## src/char_lcd_nibble_writer_assert.svh

```systemverilog
// assertion macros shared by the character lcd nibble writer modules
// expects i_clk and i_rst_n in the scope of each use
`ifndef CHAR_LCD_NIBBLE_WRITER_ASSERT_SVH
`define CHAR_LCD_NIBBLE_WRITER_ASSERT_SVH

// same-cycle implication
`define CLCD_ASSERT_IMP(lbl, ante, cons, msg) \
    lbl: assert property (@(posedge i_clk) disable iff (!i_rst_n) (ante) |-> (cons)) \
        else $error(msg);

// next-cycle implication
`define CLCD_ASSERT_NXT(lbl, ante, cons, msg) \
    lbl: assert property (@(posedge i_clk) disable iff (!i_rst_n) (ante) |=> (cons)) \
        else $error(msg);

`endif

```

## src/clcd_pkg.sv

```systemverilog
// types, constants and tables for the character lcd nibble writer
// no dependencies
package clcd_pkg;

    typedef enum logic [2:0] {
        MODE_INIT     = 3'd0,
        MODE_DATA     = 3'd1,
        MODE_CURSOR   = 3'd2,
        MODE_CLEAR    = 3'd3,
        MODE_DISP_ON  = 3'd4,
        MODE_DISP_OFF = 3'd5,
        MODE_GLYPH    = 3'd6
    } t_mode;

    typedef enum logic [1:0] {
        EXTRA_NONE,
        EXTRA_LONG,
        EXTRA_SHORT,
        EXTRA_CLEAR
    } t_extra;

    localparam logic [2:0] REG_SETTLE     = 3'd0;
    localparam logic [2:0] REG_CLEAR_WAIT = 3'd1;
    localparam logic [2:0] REG_POWER_UP   = 3'd2;
    localparam logic [2:0] REG_ROWS       = 3'd3;
    localparam logic [2:0] REG_COLS       = 3'd4;

    localparam logic [15:0] SETTLE_RST     = 16'd100;
    localparam logic [15:0] CLEAR_WAIT_RST = 16'd2000;
    localparam logic [19:0] POWER_UP_RST   = 20'd50000;
    localparam logic [2:0]  ROWS_RST       = 3'd2;
    localparam logic [4:0]  COLS_RST       = 5'd16;

    localparam logic [2:0]  ROWS_MAX = 3'd4;

    localparam logic [7:0] CMD_CLEAR    = 8'h01;
    localparam logic [7:0] CMD_DISP_ON  = 8'h0C;
    localparam logic [7:0] CMD_DISP_OFF = 8'h08;
    localparam logic [7:0] CMD_CGRAM    = 8'h40;
    localparam logic [7:0] CMD_DDRAM    = 8'h80;

    localparam logic [15:0] WAIT_LONG_US  = 16'd5000;
    localparam logic [15:0] WAIT_SHORT_US = 16'd500;

    localparam logic [3:0] INIT_LAST = 4'd15;

    typedef struct packed {
        logic       is_init;
        logic       rs;
        logic [7:0] data;
        logic       clear_extra;
    } t_cmd;

    typedef struct packed {
        logic [15:0] settle_us;
        logic [15:0] clear_wait_us;
        logic [19:0] power_up_us;
    } t_timing;

    typedef struct packed {
        logic [2:0] rows;
        logic [4:0] cols;
    } t_geom;

    typedef struct packed {
        logic        reg_select;
        logic [3:0]  nibble;
        logic [19:0] pre_wait_us;
        logic [16:0] post_wait_us;
        logic        last;
    } t_result;

    function automatic logic [7:0] init_byte(input logic [2:0] idx);
        logic [7:0] b;
        case (idx)
            3'd0, 3'd1, 3'd2: b = 8'h03;
            3'd3:             b = 8'h02;
            3'd4:             b = 8'h28;
            3'd5:             b = 8'h08;
            3'd6:             b = 8'h01;
            default:          b = 8'h06;
        endcase
        return b;
    endfunction

    function automatic t_extra init_extra(input logic [2:0] idx);
        t_extra e;
        case (idx)
            3'd0, 3'd1: e = EXTRA_LONG;
            3'd2:       e = EXTRA_SHORT;
            3'd6:       e = EXTRA_CLEAR;
            default:    e = EXTRA_NONE;
        endcase
        return e;
    endfunction

    function automatic logic [6:0] row_base(input logic [1:0] idx);
        logic [6:0] b;
        case (idx)
            2'd0:    b = 7'h00;
            2'd1:    b = 7'h40;
            2'd2:    b = 7'h14;
            default: b = 7'h54;
        endcase
        return b;
    endfunction

endpackage

```

## src/clcd_front.sv

```systemverilog
// front end: takes requests and turns each one of a known mode into one queued command
// depends on clcd_pkg
module clcd_front import clcd_pkg::*; (
    input  logic       i_clk,
    input  logic       i_rst_n,
    input  logic       i_push,
    input  logic [2:0] i_mode,
    input  logic [7:0] i_value,
    input  logic [7:0] i_row,
    input  logic [7:0] i_column,
    input  t_geom      i_geom,
    input  logic       i_q_full,
    output logic       o_q_push,
    output t_cmd       o_q_data
);

    logic       accept;
    logic       known;
    logic [2:0] rlim;
    logic [2:0] row_c;
    logic [4:0] col_c;
    logic [1:0] row_idx;
    logic [6:0] addr;

    assign accept = i_push && !i_q_full;

    always_comb begin
        if (i_geom.rows > ROWS_MAX) begin
            rlim = ROWS_MAX;
        end else if (i_geom.rows == 3'd0) begin
            rlim = 3'd1;
        end else begin
            rlim = i_geom.rows;
        end
        if (i_row > {5'd0, rlim}) begin
            row_c = rlim;
        end else if (i_row == 8'd0) begin
            row_c = 3'd1;
        end else begin
            row_c = i_row[2:0];
        end
        if (i_column > {3'd0, i_geom.cols}) begin
            col_c = i_geom.cols;
        end else begin
            col_c = i_column[4:0];
        end
        if (col_c == 5'd0) begin
            col_c = 5'd1;
        end
        row_idx = 2'(row_c - 3'd1);
        addr    = 7'(row_base(row_idx) + {2'd0, col_c} - 7'd1);
    end

    always_comb begin
        known    = 1'b1;
        o_q_data = '{is_init: 1'b0, rs: 1'b0, data: 8'h00, clear_extra: 1'b0};
        case (i_mode)
            MODE_INIT: begin
                o_q_data.is_init = 1'b1;
            end
            MODE_DATA: begin
                o_q_data.rs   = 1'b1;
                o_q_data.data = i_value;
            end
            MODE_CURSOR: begin
                o_q_data.data = CMD_DDRAM | {1'b0, addr};
            end
            MODE_CLEAR: begin
                o_q_data.data        = CMD_CLEAR;
                o_q_data.clear_extra = 1'b1;
            end
            MODE_DISP_ON: begin
                o_q_data.data = CMD_DISP_ON;
            end
            MODE_DISP_OFF: begin
                o_q_data.data = CMD_DISP_OFF;
            end
            MODE_GLYPH: begin
                o_q_data.data = CMD_CGRAM | {2'b00, i_value[2:0], 3'b000};
            end
            default: begin
                known = 1'b0;
            end
        endcase
    end

    assign o_q_push = accept && known;

    `include "char_lcd_nibble_writer_assert.svh"

    `CLCD_ASSERT_IMP(a_no_push_when_full, i_q_full, !o_q_push, "push into full command queue")
    `CLCD_ASSERT_IMP(a_cursor_is_ddram, o_q_push && (i_mode == MODE_CURSOR), o_q_data.data[7], "cursor command lost address flag")

endmodule

```

## src/clcd_cmd_q.sv

```systemverilog
// short command queue between the front and back ends
// depends on clcd_pkg
module clcd_cmd_q import clcd_pkg::*; #(
    parameter int DEPTH = 2
) (
    input  logic i_clk,
    input  logic i_rst_n,
    input  logic i_push,
    input  t_cmd i_data,
    output logic o_full,
    input  logic i_pop,
    output logic o_valid,
    output t_cmd o_data
);

    localparam int PW = (DEPTH > 1) ? $clog2(DEPTH) : 1;
    localparam int CW = $clog2(DEPTH + 1);
    localparam logic [PW-1:0] PTR_LAST = PW'(DEPTH - 1);
    localparam logic [CW-1:0] CNT_FULL = CW'(DEPTH);

    t_cmd          r_mem [DEPTH];
    logic [PW-1:0] r_wptr, n_wptr;
    logic [PW-1:0] r_rptr, n_rptr;
    logic [CW-1:0] r_count, n_count;
    logic          do_push;
    logic          do_pop;

    assign o_full  = (r_count == CNT_FULL);
    assign o_valid = (r_count != '0);
    assign o_data  = r_mem[r_rptr];
    assign do_push = i_push && !o_full;
    assign do_pop  = i_pop && o_valid;

    always_comb begin
        n_wptr  = r_wptr;
        n_rptr  = r_rptr;
        n_count = r_count;
        if (do_push) begin
            n_wptr = (r_wptr == PTR_LAST) ? '0 : PW'(r_wptr + 1'b1);
        end
        if (do_pop) begin
            n_rptr = (r_rptr == PTR_LAST) ? '0 : PW'(r_rptr + 1'b1);
        end
        if (do_push && !do_pop) begin
            n_count = CW'(r_count + 1'b1);
        end else if (do_pop && !do_push) begin
            n_count = CW'(r_count - 1'b1);
        end
    end

    always_ff @(posedge i_clk) begin
        if (!i_rst_n) begin
            r_wptr  <= '0;
            r_rptr  <= '0;
            r_count <= '0;
        end else begin
            r_wptr  <= n_wptr;
            r_rptr  <= n_rptr;
            r_count <= n_count;
        end
    end

    always_ff @(posedge i_clk) begin
        if (do_push) begin
            r_mem[r_wptr] <= i_data;
        end
    end

    `include "char_lcd_nibble_writer_assert.svh"

    `CLCD_ASSERT_IMP(a_count_bound, 1'b1, r_count <= CNT_FULL, "command queue count overflow")

endmodule

```

## src/clcd_back.sv

```systemverilog
// back end: expands queued commands into nibble strobes, one per cycle while its output register is not stalled
// depends on clcd_pkg
module clcd_back import clcd_pkg::*; (
    input  logic    i_clk,
    input  logic    i_rst_n,
    input  t_timing i_timing,
    input  logic    i_q_valid,
    input  t_cmd    i_q_data,
    output logic    o_q_pop,
    input  logic    i_pop,
    output logic    o_empty,
    output t_result o_result
);

    t_cmd        r_cur;
    logic        r_active;
    logic [3:0]  r_idx;
    logic        r_out_valid;
    t_result     r_out;
    logic        n_active;
    logic [3:0]  n_idx;
    logic        adv;
    logic        cur_last;
    logic        load;
    logic [7:0]  cur_byte;
    logic [15:0] extra;
    t_result     nib_res;

    assign adv      = !r_out_valid || i_pop;
    assign cur_last = r_cur.is_init ? (r_idx == INIT_LAST) : r_idx[0];
    assign load     = !r_active || (adv && cur_last);
    assign o_q_pop  = load && i_q_valid;

    always_comb begin
        cur_byte = r_cur.is_init ? init_byte(r_idx[3:1]) : r_cur.data;
        extra    = 16'd0;
        if (r_idx[0]) begin
            if (r_cur.is_init) begin
                case (init_extra(r_idx[3:1]))
                    EXTRA_LONG:  extra = WAIT_LONG_US;
                    EXTRA_SHORT: extra = WAIT_SHORT_US;
                    EXTRA_CLEAR: extra = i_timing.clear_wait_us;
                    default:     extra = 16'd0;
                endcase
            end else if (r_cur.clear_extra) begin
                extra = i_timing.clear_wait_us;
            end
        end
        nib_res.reg_select   = r_cur.rs;
        nib_res.nibble       = r_idx[0] ? cur_byte[3:0] : cur_byte[7:4];
        nib_res.pre_wait_us  = (r_cur.is_init && (r_idx == 4'd0)) ? i_timing.power_up_us
                                                                   : 20'd0;
        nib_res.post_wait_us = {1'b0, i_timing.settle_us} + {1'b0, extra};
        nib_res.last         = cur_last;
    end

    always_comb begin
        n_active = r_active;
        n_idx    = r_idx;
        if (load) begin
            n_active = i_q_valid;
            n_idx    = 4'd0;
        end else if (adv) begin
            n_idx = 4'(r_idx + 1'b1);
        end
    end

    always_ff @(posedge i_clk) begin
        if (!i_rst_n) begin
            r_active    <= 1'b0;
            r_idx       <= 4'd0;
            r_out_valid <= 1'b0;
        end else begin
            r_active <= n_active;
            r_idx    <= n_idx;
            if (adv) begin
                r_out_valid <= r_active;
            end
        end
    end

    always_ff @(posedge i_clk) begin
        if (o_q_pop) begin
            r_cur <= i_q_data;
        end
        if (adv && r_active) begin
            r_out <= nib_res;
        end
    end

    assign o_empty  = !r_out_valid;
    assign o_result = r_out;

    `include "char_lcd_nibble_writer_assert.svh"

    `CLCD_ASSERT_IMP(a_byte_two_nibbles, r_active && !r_cur.is_init, r_idx[3:1] == 3'd0, "byte command ran past two nibbles")
    `CLCD_ASSERT_NXT(a_emit_fills_out, adv && r_active, r_out_valid, "emitted nibble not in output register")
    `CLCD_ASSERT_NXT(a_idle_after_last, r_active && adv && cur_last && !i_q_valid, !r_active, "back end still busy after last nibble")

endmodule

```

## src/char_lcd_nibble_writer.sv

```systemverilog
// Character LCD 4-bit bus writer. Each accepted request (data byte, set cursor, clear,
// display on/off, glyph slot) yields two nibble transactions, high nibble first; an init
// request yields sixteen. Each result carries register select, the nibble, the wait before
// the strobe and the total wait after it. The back end emits one nibble per cycle while
// its output is not stalled; requests enter at one per cycle until the command queue
// (CMD_DEPTH entries) fills. A result passes the queue, the command and output registers.
// top level; depends on clcd_pkg, clcd_front, clcd_cmd_q, clcd_back
module char_lcd_nibble_writer import clcd_pkg::*; #(
    parameter int CMD_DEPTH = 2
) (
    input  logic        i_clk,
    input  logic        i_rst_n,
    input  logic        i_push,
    output logic        o_full,
    input  logic [2:0]  i_mode,
    input  logic [7:0]  i_value,
    input  logic [7:0]  i_row,
    input  logic [7:0]  i_column,
    input  logic        i_pop,
    output logic        o_empty,
    output logic        o_reg_select,
    output logic [3:0]  o_nibble,
    output logic [19:0] o_pre_wait_us,
    output logic [16:0] o_post_wait_us,
    output logic        o_last,
    input  logic        psel,
    input  logic        penable,
    input  logic        pwrite,
    input  logic [4:0]  paddr,
    input  logic [31:0] pwdata,
    output logic [31:0] prdata,
    output logic        pready
);

    logic [15:0] r_settle_us;
    logic [15:0] r_clear_wait_us;
    logic [19:0] r_power_up_us;
    logic [2:0]  r_rows;
    logic [4:0]  r_cols;
    logic        wr_en;
    t_timing     timing;
    t_geom       geom;
    logic        q_push;
    t_cmd        q_wdata;
    logic        q_full;
    logic        q_pop;
    logic        q_valid;
    t_cmd        q_rdata;
    t_result     res;

    assign pready = 1'b1;
    assign wr_en  = psel && penable && pwrite && pready;

    always_ff @(posedge i_clk) begin
        if (!i_rst_n) begin
            r_settle_us     <= SETTLE_RST;
            r_clear_wait_us <= CLEAR_WAIT_RST;
            r_power_up_us   <= POWER_UP_RST;
            r_rows          <= ROWS_RST;
            r_cols          <= COLS_RST;
        end else if (wr_en) begin
            case (paddr[4:2])
                REG_SETTLE:     r_settle_us     <= pwdata[15:0];
                REG_CLEAR_WAIT: r_clear_wait_us <= pwdata[15:0];
                REG_POWER_UP:   r_power_up_us   <= pwdata[19:0];
                REG_ROWS:       r_rows          <= pwdata[2:0];
                REG_COLS:       r_cols          <= pwdata[4:0];
                default: begin
                end
            endcase
        end
    end

    always_comb begin
        case (paddr[4:2])
            REG_SETTLE:     prdata = {16'd0, r_settle_us};
            REG_CLEAR_WAIT: prdata = {16'd0, r_clear_wait_us};
            REG_POWER_UP:   prdata = {12'd0, r_power_up_us};
            REG_ROWS:       prdata = {29'd0, r_rows};
            REG_COLS:       prdata = {27'd0, r_cols};
            default:        prdata = 32'd0;
        endcase
    end

    assign timing = '{settle_us: r_settle_us, clear_wait_us: r_clear_wait_us,
                      power_up_us: r_power_up_us};
    assign geom   = '{rows: r_rows, cols: r_cols};

    clcd_front u_front (
        .i_clk    (i_clk),
        .i_rst_n  (i_rst_n),
        .i_push   (i_push),
        .i_mode   (i_mode),
        .i_value  (i_value),
        .i_row    (i_row),
        .i_column (i_column),
        .i_geom   (geom),
        .i_q_full (q_full),
        .o_q_push (q_push),
        .o_q_data (q_wdata)
    );

    clcd_cmd_q #(
        .DEPTH (CMD_DEPTH)
    ) u_cmd_q (
        .i_clk   (i_clk),
        .i_rst_n (i_rst_n),
        .i_push  (q_push),
        .i_data  (q_wdata),
        .o_full  (q_full),
        .i_pop   (q_pop),
        .o_valid (q_valid),
        .o_data  (q_rdata)
    );

    clcd_back u_back (
        .i_clk     (i_clk),
        .i_rst_n   (i_rst_n),
        .i_timing  (timing),
        .i_q_valid (q_valid),
        .i_q_data  (q_rdata),
        .o_q_pop   (q_pop),
        .i_pop     (i_pop),
        .o_empty   (o_empty),
        .o_result  (res)
    );

    assign o_full         = q_full;
    assign o_reg_select   = res.reg_select;
    assign o_nibble       = res.nibble;
    assign o_pre_wait_us  = res.pre_wait_us;
    assign o_post_wait_us = res.post_wait_us;
    assign o_last         = res.last;

endmodule
```

## config.mk

```make
export PLATFORM = sky130hd
export DESIGN_NAME = char_lcd_nibble_writer
export DESIGN_NICKNAME = d
export VERILOG_FILES = /design/src/clcd_pkg.sv /design/src/clcd_front.sv /design/src/clcd_cmd_q.sv /design/src/clcd_back.sv /design/src/char_lcd_nibble_writer.sv
export VERILOG_INCLUDE_DIRS = /design/src /design/src/src
export SDC_FILE = /design/constraint.sdc
export NUM_CORES = 1
export LEC_CHECK = 0
export ABC_AREA = 1
export ABC_CLOCK_PERIOD_IN_PS = 3700
export BUFFER_PORTS_ARGS = -buffer_cell sky130_fd_sc_hd__buf_2
export CAP_MARGIN = 25
export CORE_MARGIN = 4
export CORE_UTILIZATION = 45
export CTS_BUF_LIST = sky130_fd_sc_hd__clkbuf_16
export DETAILED_ROUTE_END_ITERATION = 6
export PLACE_DENSITY = 0.67
export SLEW_MARGIN = 20
export SYNTH_ARGS = -nofsm -noshare
export SYNTH_HDL_FRONTEND = slang
export SYNTH_SLANG_ARGS = --single-unit
```

## constraint.sdc

```tcl
create_clock -name i_clk -period 3.7 [get_ports i_clk]
set_input_delay 0.555 -clock i_clk [delete_from_list [all_inputs] [get_ports i_clk]]
set_output_delay 0.555 -clock i_clk [all_outputs]
set_load 0.05 [all_outputs]
```

* Word level (Yosys, flattened, before mapping) *
Memory sizes are Yosys's and may differ from the RTL's. A register that Yosys moved wholly into a read port is not among the register bits.
Index checks and enable logic that the tools add are counted.

word-level totals
  word-level logic and storage cells = 121
  output and inout bits = 78
  RAM bits = 22
  memories kept = 1
  register bits after elaboration = 113
  bits in read-only memories = 0
  latch bits = 0
  bits of input ports = 71

memory list
  memory         words  width  read ports  clocked after Yosys merged registers in  wr ports  RTL line          text
  u_cmd_q.r_mem  2      11     1           1                                        1         clcd_cmd_q.sv:21  t_cmd r_mem [DEPTH];

operators by class
  order comparisons = 3
  bitwise operators = 1
  multipliers = 0
  muxes and demuxes = 30
  $add $sub $neg = 9
  equality and inequality tests = 23
  shift-type cells = 0
  div/mod/pow operators = 0
  reductions and logical operators = 38

operators with widths
  cell                                                  number
  case mux 20 bit (5 select lines)                      1
  two-way mux 16 bit                                    3
  case mux 16 bit (3 select lines)                      1
  case mux 8 bit (6 select lines)                       1
  case mux 6 bit (5 select lines)                       1
  equality test 3 bit (second input constant)           7
  case mux 7 bit (3 select lines)                       1
  equality test 3 x 2 -> 1 bit (second input constant)  6
  adder 16 x 16 -> 17 bit                               1
  logical AND 1 bit                                     12
  logical NOT 3 bit                                     4
  two-way mux 2 bit                                     6
  two-way mux 5 bit                                     2
  AND reduction 2 bit                                   5
  equality test 3 x 1 -> 1 bit (second input constant)  3
  two-way mux 1 bit                                     9
  equality test 2 bit (second input constant)           4
  > comparator 8 x 3 -> 1 bit                           1
  > comparator 8 x 5 -> 1 bit                           1
  logical NOT 8 bit                                     1
  two-way mux 8 bit                                     1
  adder 7 x 5 -> 7 bit                                  1
  OR reduction 7 bit                                    1
  subtractor 7 x 1 -> 7 bit (second input constant)     1
  other kinds (19)                                      30

* Depth between registers and ports, before layout *
  depth in word-level cells = 11
  gate-level depth with buffers = 25
  mapped depth without buffers = 25

* Cells and area by module *
Synthesis repeated with hierarchy kept, for this count alone.

second synthesis, totals
  cell total of the unflattened synthesis = 1074
  area, all modules = 8170.3 um^2

by module, submodules not included
  module                  area each (um^2)  cells each  times used  seq. area each (um^2)
  clcd_back               3362.0            397         1           1741.7
  char_lcd_nibble_writer  2980.4            467         1           1201.2
  clcd_cmd_q              1039.7            71          1           760.7
  clcd_front              788.3             139         1           0.0

* Least setup slack after synthesis *
No wires, ideal clock.

  path type = input to register
  from = in i_row[1]
  to = mem u_cmd_q.r_mem[0][7] in the netlist's numbering, data pin
  path buffers = 0
  data required time = 3442 ps
  cell stages on the path = 20
  data arrival time = 2925 ps
  library setup time = 258 ps
  slack = 516 ps
  cells stage by stage = ha_1 -> inv_1 -> o21bai_1 -> nand2_1 -> nand2_1 -> a21oi_1 -> nand2_1 -> o21ai_0 -> xor2_1 -> ha_1 -> inv_1 -> ha_1 -> a21oi_1 -> nor2_1 -> nor2_1 -> nor2_1 -> nor3_1 -> o211ai_1 -> nand3_1 -> nand2_1

RTL lines
  item         RTL line                      text
  from (decl)  char_lcd_nibble_writer.sv:17  input logic [7:0] i_row,
  to (decl)    clcd_cmd_q.sv:21

==> summary.md <==
| Metric | Value |
|---|---|
| CTS Buf Count | 17 |
| Reg area | 3680 sq um |
| Share of layout cells above drive strength 1 | 20.4% |
| Ports | 149 |
| Status | complete, no violations |
| Hold Crit Start | pwdata[9] |
| Max Slew Vio Count | 0 |
| Antenna fix cells | 0 |
| Max clock buf depth | 2 |
| Peak VDD IR | 0.358 mV |
| Yosys Warn Count | 0 |
| Final hold vios | 0 |
| Die Y-Extent | 136 um |
| Gr usage total | 19.5% |
| Synth area leader | edfxtp_1 |
| Largest net degree at the start of global routing | 40 |
| Post-route ant nets | 0 |
| Setup bufs post-CTS | 0 |
| Critical path class | flop to flop |
| Post-route design area | 8720 sq um |
| Via/cell ratio | 5.08 |
| Clk Latency, worst-skew pair | 0.42 ns |
| Hpwl dp | 12700 um |
| Worst-case reg-to-reg path depth | 21 |
| Dpl ws | 0.0874 ns |
| Synth Flop Type | edfxtp_1 |
| Reg2reg end | u_cmd_q.r_mem[0][7] |
| Commonest cells in the netlist | nand2_1 (140), nor2_1 (113), inv_1 (94), edfxtp_1 (76), dfxtp_1 (70) |
| Power Dens Cells | 618 nW/um^2 |
| Avg WL per Cell | 14.4 um |
| Core Util, Final | 54.7% |
| Post-synthesis sequential area ratio | 50.1% |
| Initial core utilization | 46.1% |
| Final WS setup | 0.296 ns |
| CTS Root Buffer Type | clkbuf_16 |
| IO Port Bufs | 121 |
| Period utilisation layout | 92.0% |
| Max Clock Freq | 0.294 GHz |
| Async set or reset register ratio after synthesis | 0% |
| Worst Hold Path Cells | 3 |
| Multi-input gate area | 3130 sq um |
| Area added between synthesis and finish | 18.7% |
| Syn Area/Cell | 8.78 sq um |
| Post-Route WL | 17100 um |
| Least-Margin Pin Slew | 0.994 ns |
| R2r setup slk | 0.30 ns |
| DRT iter0 DRCs | 329 |
| CP arrival | 3.56 ns |
| Leakage power | 3.92 nW |
| GR Overflow Total | 0 |
| First-pass GRT wire length | 28400 um |
| Critical Path Sink Type | flop |
| Die Area | 18400 sq um |
| Hold Path End | r_clear_wait_us[9] |
| Fillers | 1487 |
| Post-CTS Resized | 0 |
| Top post-synthesis cells by area | edfxtp_1 (31%), dfxtp_1 (19%), nand2_1 (7.1%) |
| Dpl cell area | 8100 sq um |
| Vias in the first global route | 5846 |
| # setup viols final | 0 |
| First drt pass iteration count | 5 |
| Top cell type's share of synthesized area | 31.0% |
| Clock slew at reported path FFs | 0.06 ns |
| Max-Slew Margin vs Limit | 33.5% |
| CTS tree | yes |
| Synthesized flop and latch total | 146 |
| Number of synthesized flops with an enable pin | 76 |
| Max Clock Skew | 0.0116 ns |
| Antenna violations before repair | 1 |
| GPL Wtd Cong | 0.875 |
| Core ar. | 15900 sq um |
| Yosys cell types | 47 |
| Die W | 136 um |
| Min Tclk post-route | 3.40 ns |
| Type of the tightest min-delay check | input pin to flop |
| CTS H-tree lvls | 4 |
| Synthesized cell area | 7350 sq um |
| Max-Cap Viols | 0 |
| FF-to-FF Start | r_rows[2] |
| Startpoint Class | flop |
| Clock Sinks | 146 |
| Count leader, synth | nand2_1 |
| Hold buffers post-CTS | 0 |
| Row cnt | 46 |
| Drt drc | 0 |
| Mapped Cells | 837 |
| Nets@finish | 1063 |
| Via count | 6025 |
| Crit path required time | 3.86 ns |
| Crit path max fanout | 5 |
layer usage:
layer	track usage, %	vias up	wire length (um)
li1	-	3033	-
met1	26.1	2760	7710
met2	31.5	206	7940
met3	5.00	24	1170
met4	5.66	2	231
met5	0	-	13
final cells by class:
type	count	share of cell area (%)
Inverter	105	4.52
Clock buffer	22	6.31
Timing Repair Buffer	125	7.29
Tap cell	216	3.10
Clock inverter	10	0.703
Sequential cell	146	42.2
Multi-Input combinational cell	562	35.8
metrics by stage:
step	setup TNS, ns	hold WS (ns)	total power, W	std cells
after floorplan	0	0.400	0.00333	848
after global placement	0	0.401	0.00370	1154
after detailed placement	0	0.410	0.00371	1154
after CTS	0	0.372	0.00543	1186
after global routing	-0.00123	0.375	0.00565	1186
final	0	0.380	0.00539	1186
cells in the final DEF (no fill, tap or decap), drive strengths merged, types with 3 or more instances in the layout:
cell type	synthesis	routed
edfxtp	76	76
o31ai	4	4
nor3	17	17
clkinv	2	8
o21bai	3	3
clkbuf	12	22
mux2	11	11
o21ai	69	69
inv	103	107
buf	23	125
nand2	143	143
conb	2	13
xnor2	5	5
dfxtp	70	70
nor2	119	119
ha	33	33
nand3	32	32
nand4	3	3
xor2	11	11
o2111ai	3	3
a21oi	62	62
a221oi	3	3
o211ai	20	20
flip-flops by register name (all words and copies together) (netlist names), 2 cells and up:
register,flops
r_clear_wait_us,16
u_back.o_result,43
r_settle_us,16
u_back.r_cur,10
u_back.r_idx,4
r_power_up_us,20
r_rows,3
r_cols,5
u_cmd_q.r_count,2
u_cmd_q.r_mem,22
power by group:
group	internal, W	switching, W	total [W]
logic	0.000350	0.00115	0.00150
registers	0.00207	0.000103	0.00217
clock network	0.00106	0.000662	0.00172
total	0.00347	0.00191	0.00539
critical path, cell delays in order (launching register included):
cell and delay (ns):
dfxtp_1 0.30, inv_1 0.13, nand2_1 0.10, ha_1 0.30, inv_1 0.04, o21bai_1 0.14
nand2_1 0.07, nand2_1 0.11, a21oi_4 0.08, o21ai_0 0.28, xor2_1 0.14, ha_1 0.35
inv_1 0.05, ha_1 0.28, a21oi_1 0.14, nor2_1 0.06, nor2_1 0.08, nor2_1 0.07
nor3_1 0.13, o211ai_1 0.11, nand3_1 0.09, nand2_1 0.06
how the worst max path moves through the flow:
stage                     startpoint             endpoint  depth (start not counted)
after global placement      i_row[1]  u_cmd_q.r_mem[1][7]                         21
after CTS                  r_rows[2]  u_cmd_q.r_mem[0][7]                         22
after global routing       r_rows[2]  u_cmd_q.r_mem[0][7]                         21
after floorplan             i_row[1]  u_cmd_q.r_mem[0][7]                         20
final                      r_rows[2]  u_cmd_q.r_mem[0][7]                         21
after detailed placement    i_row[1]  u_cmd_q.r_mem[1][7]                         21
cells by family (layout without fill, tap and decap cells):
logic type / after synthesis / count (layout) / share of synthesized area [%]
compound gates: 171 / 171 / 13.3
flops: 146 / 146 / 50.1
other cells: 2 / 13 / 0.102
buf+inv: 140 / 262 / 8.17
fa+ha+maj: 35 / 35 / 6.16
simple gates: 316 / 316 / 18.5
xor+xnor: 16 / 16 / 1.91
mux: 11 / 11 / 1.69
(Power assumes the default switching activity.)
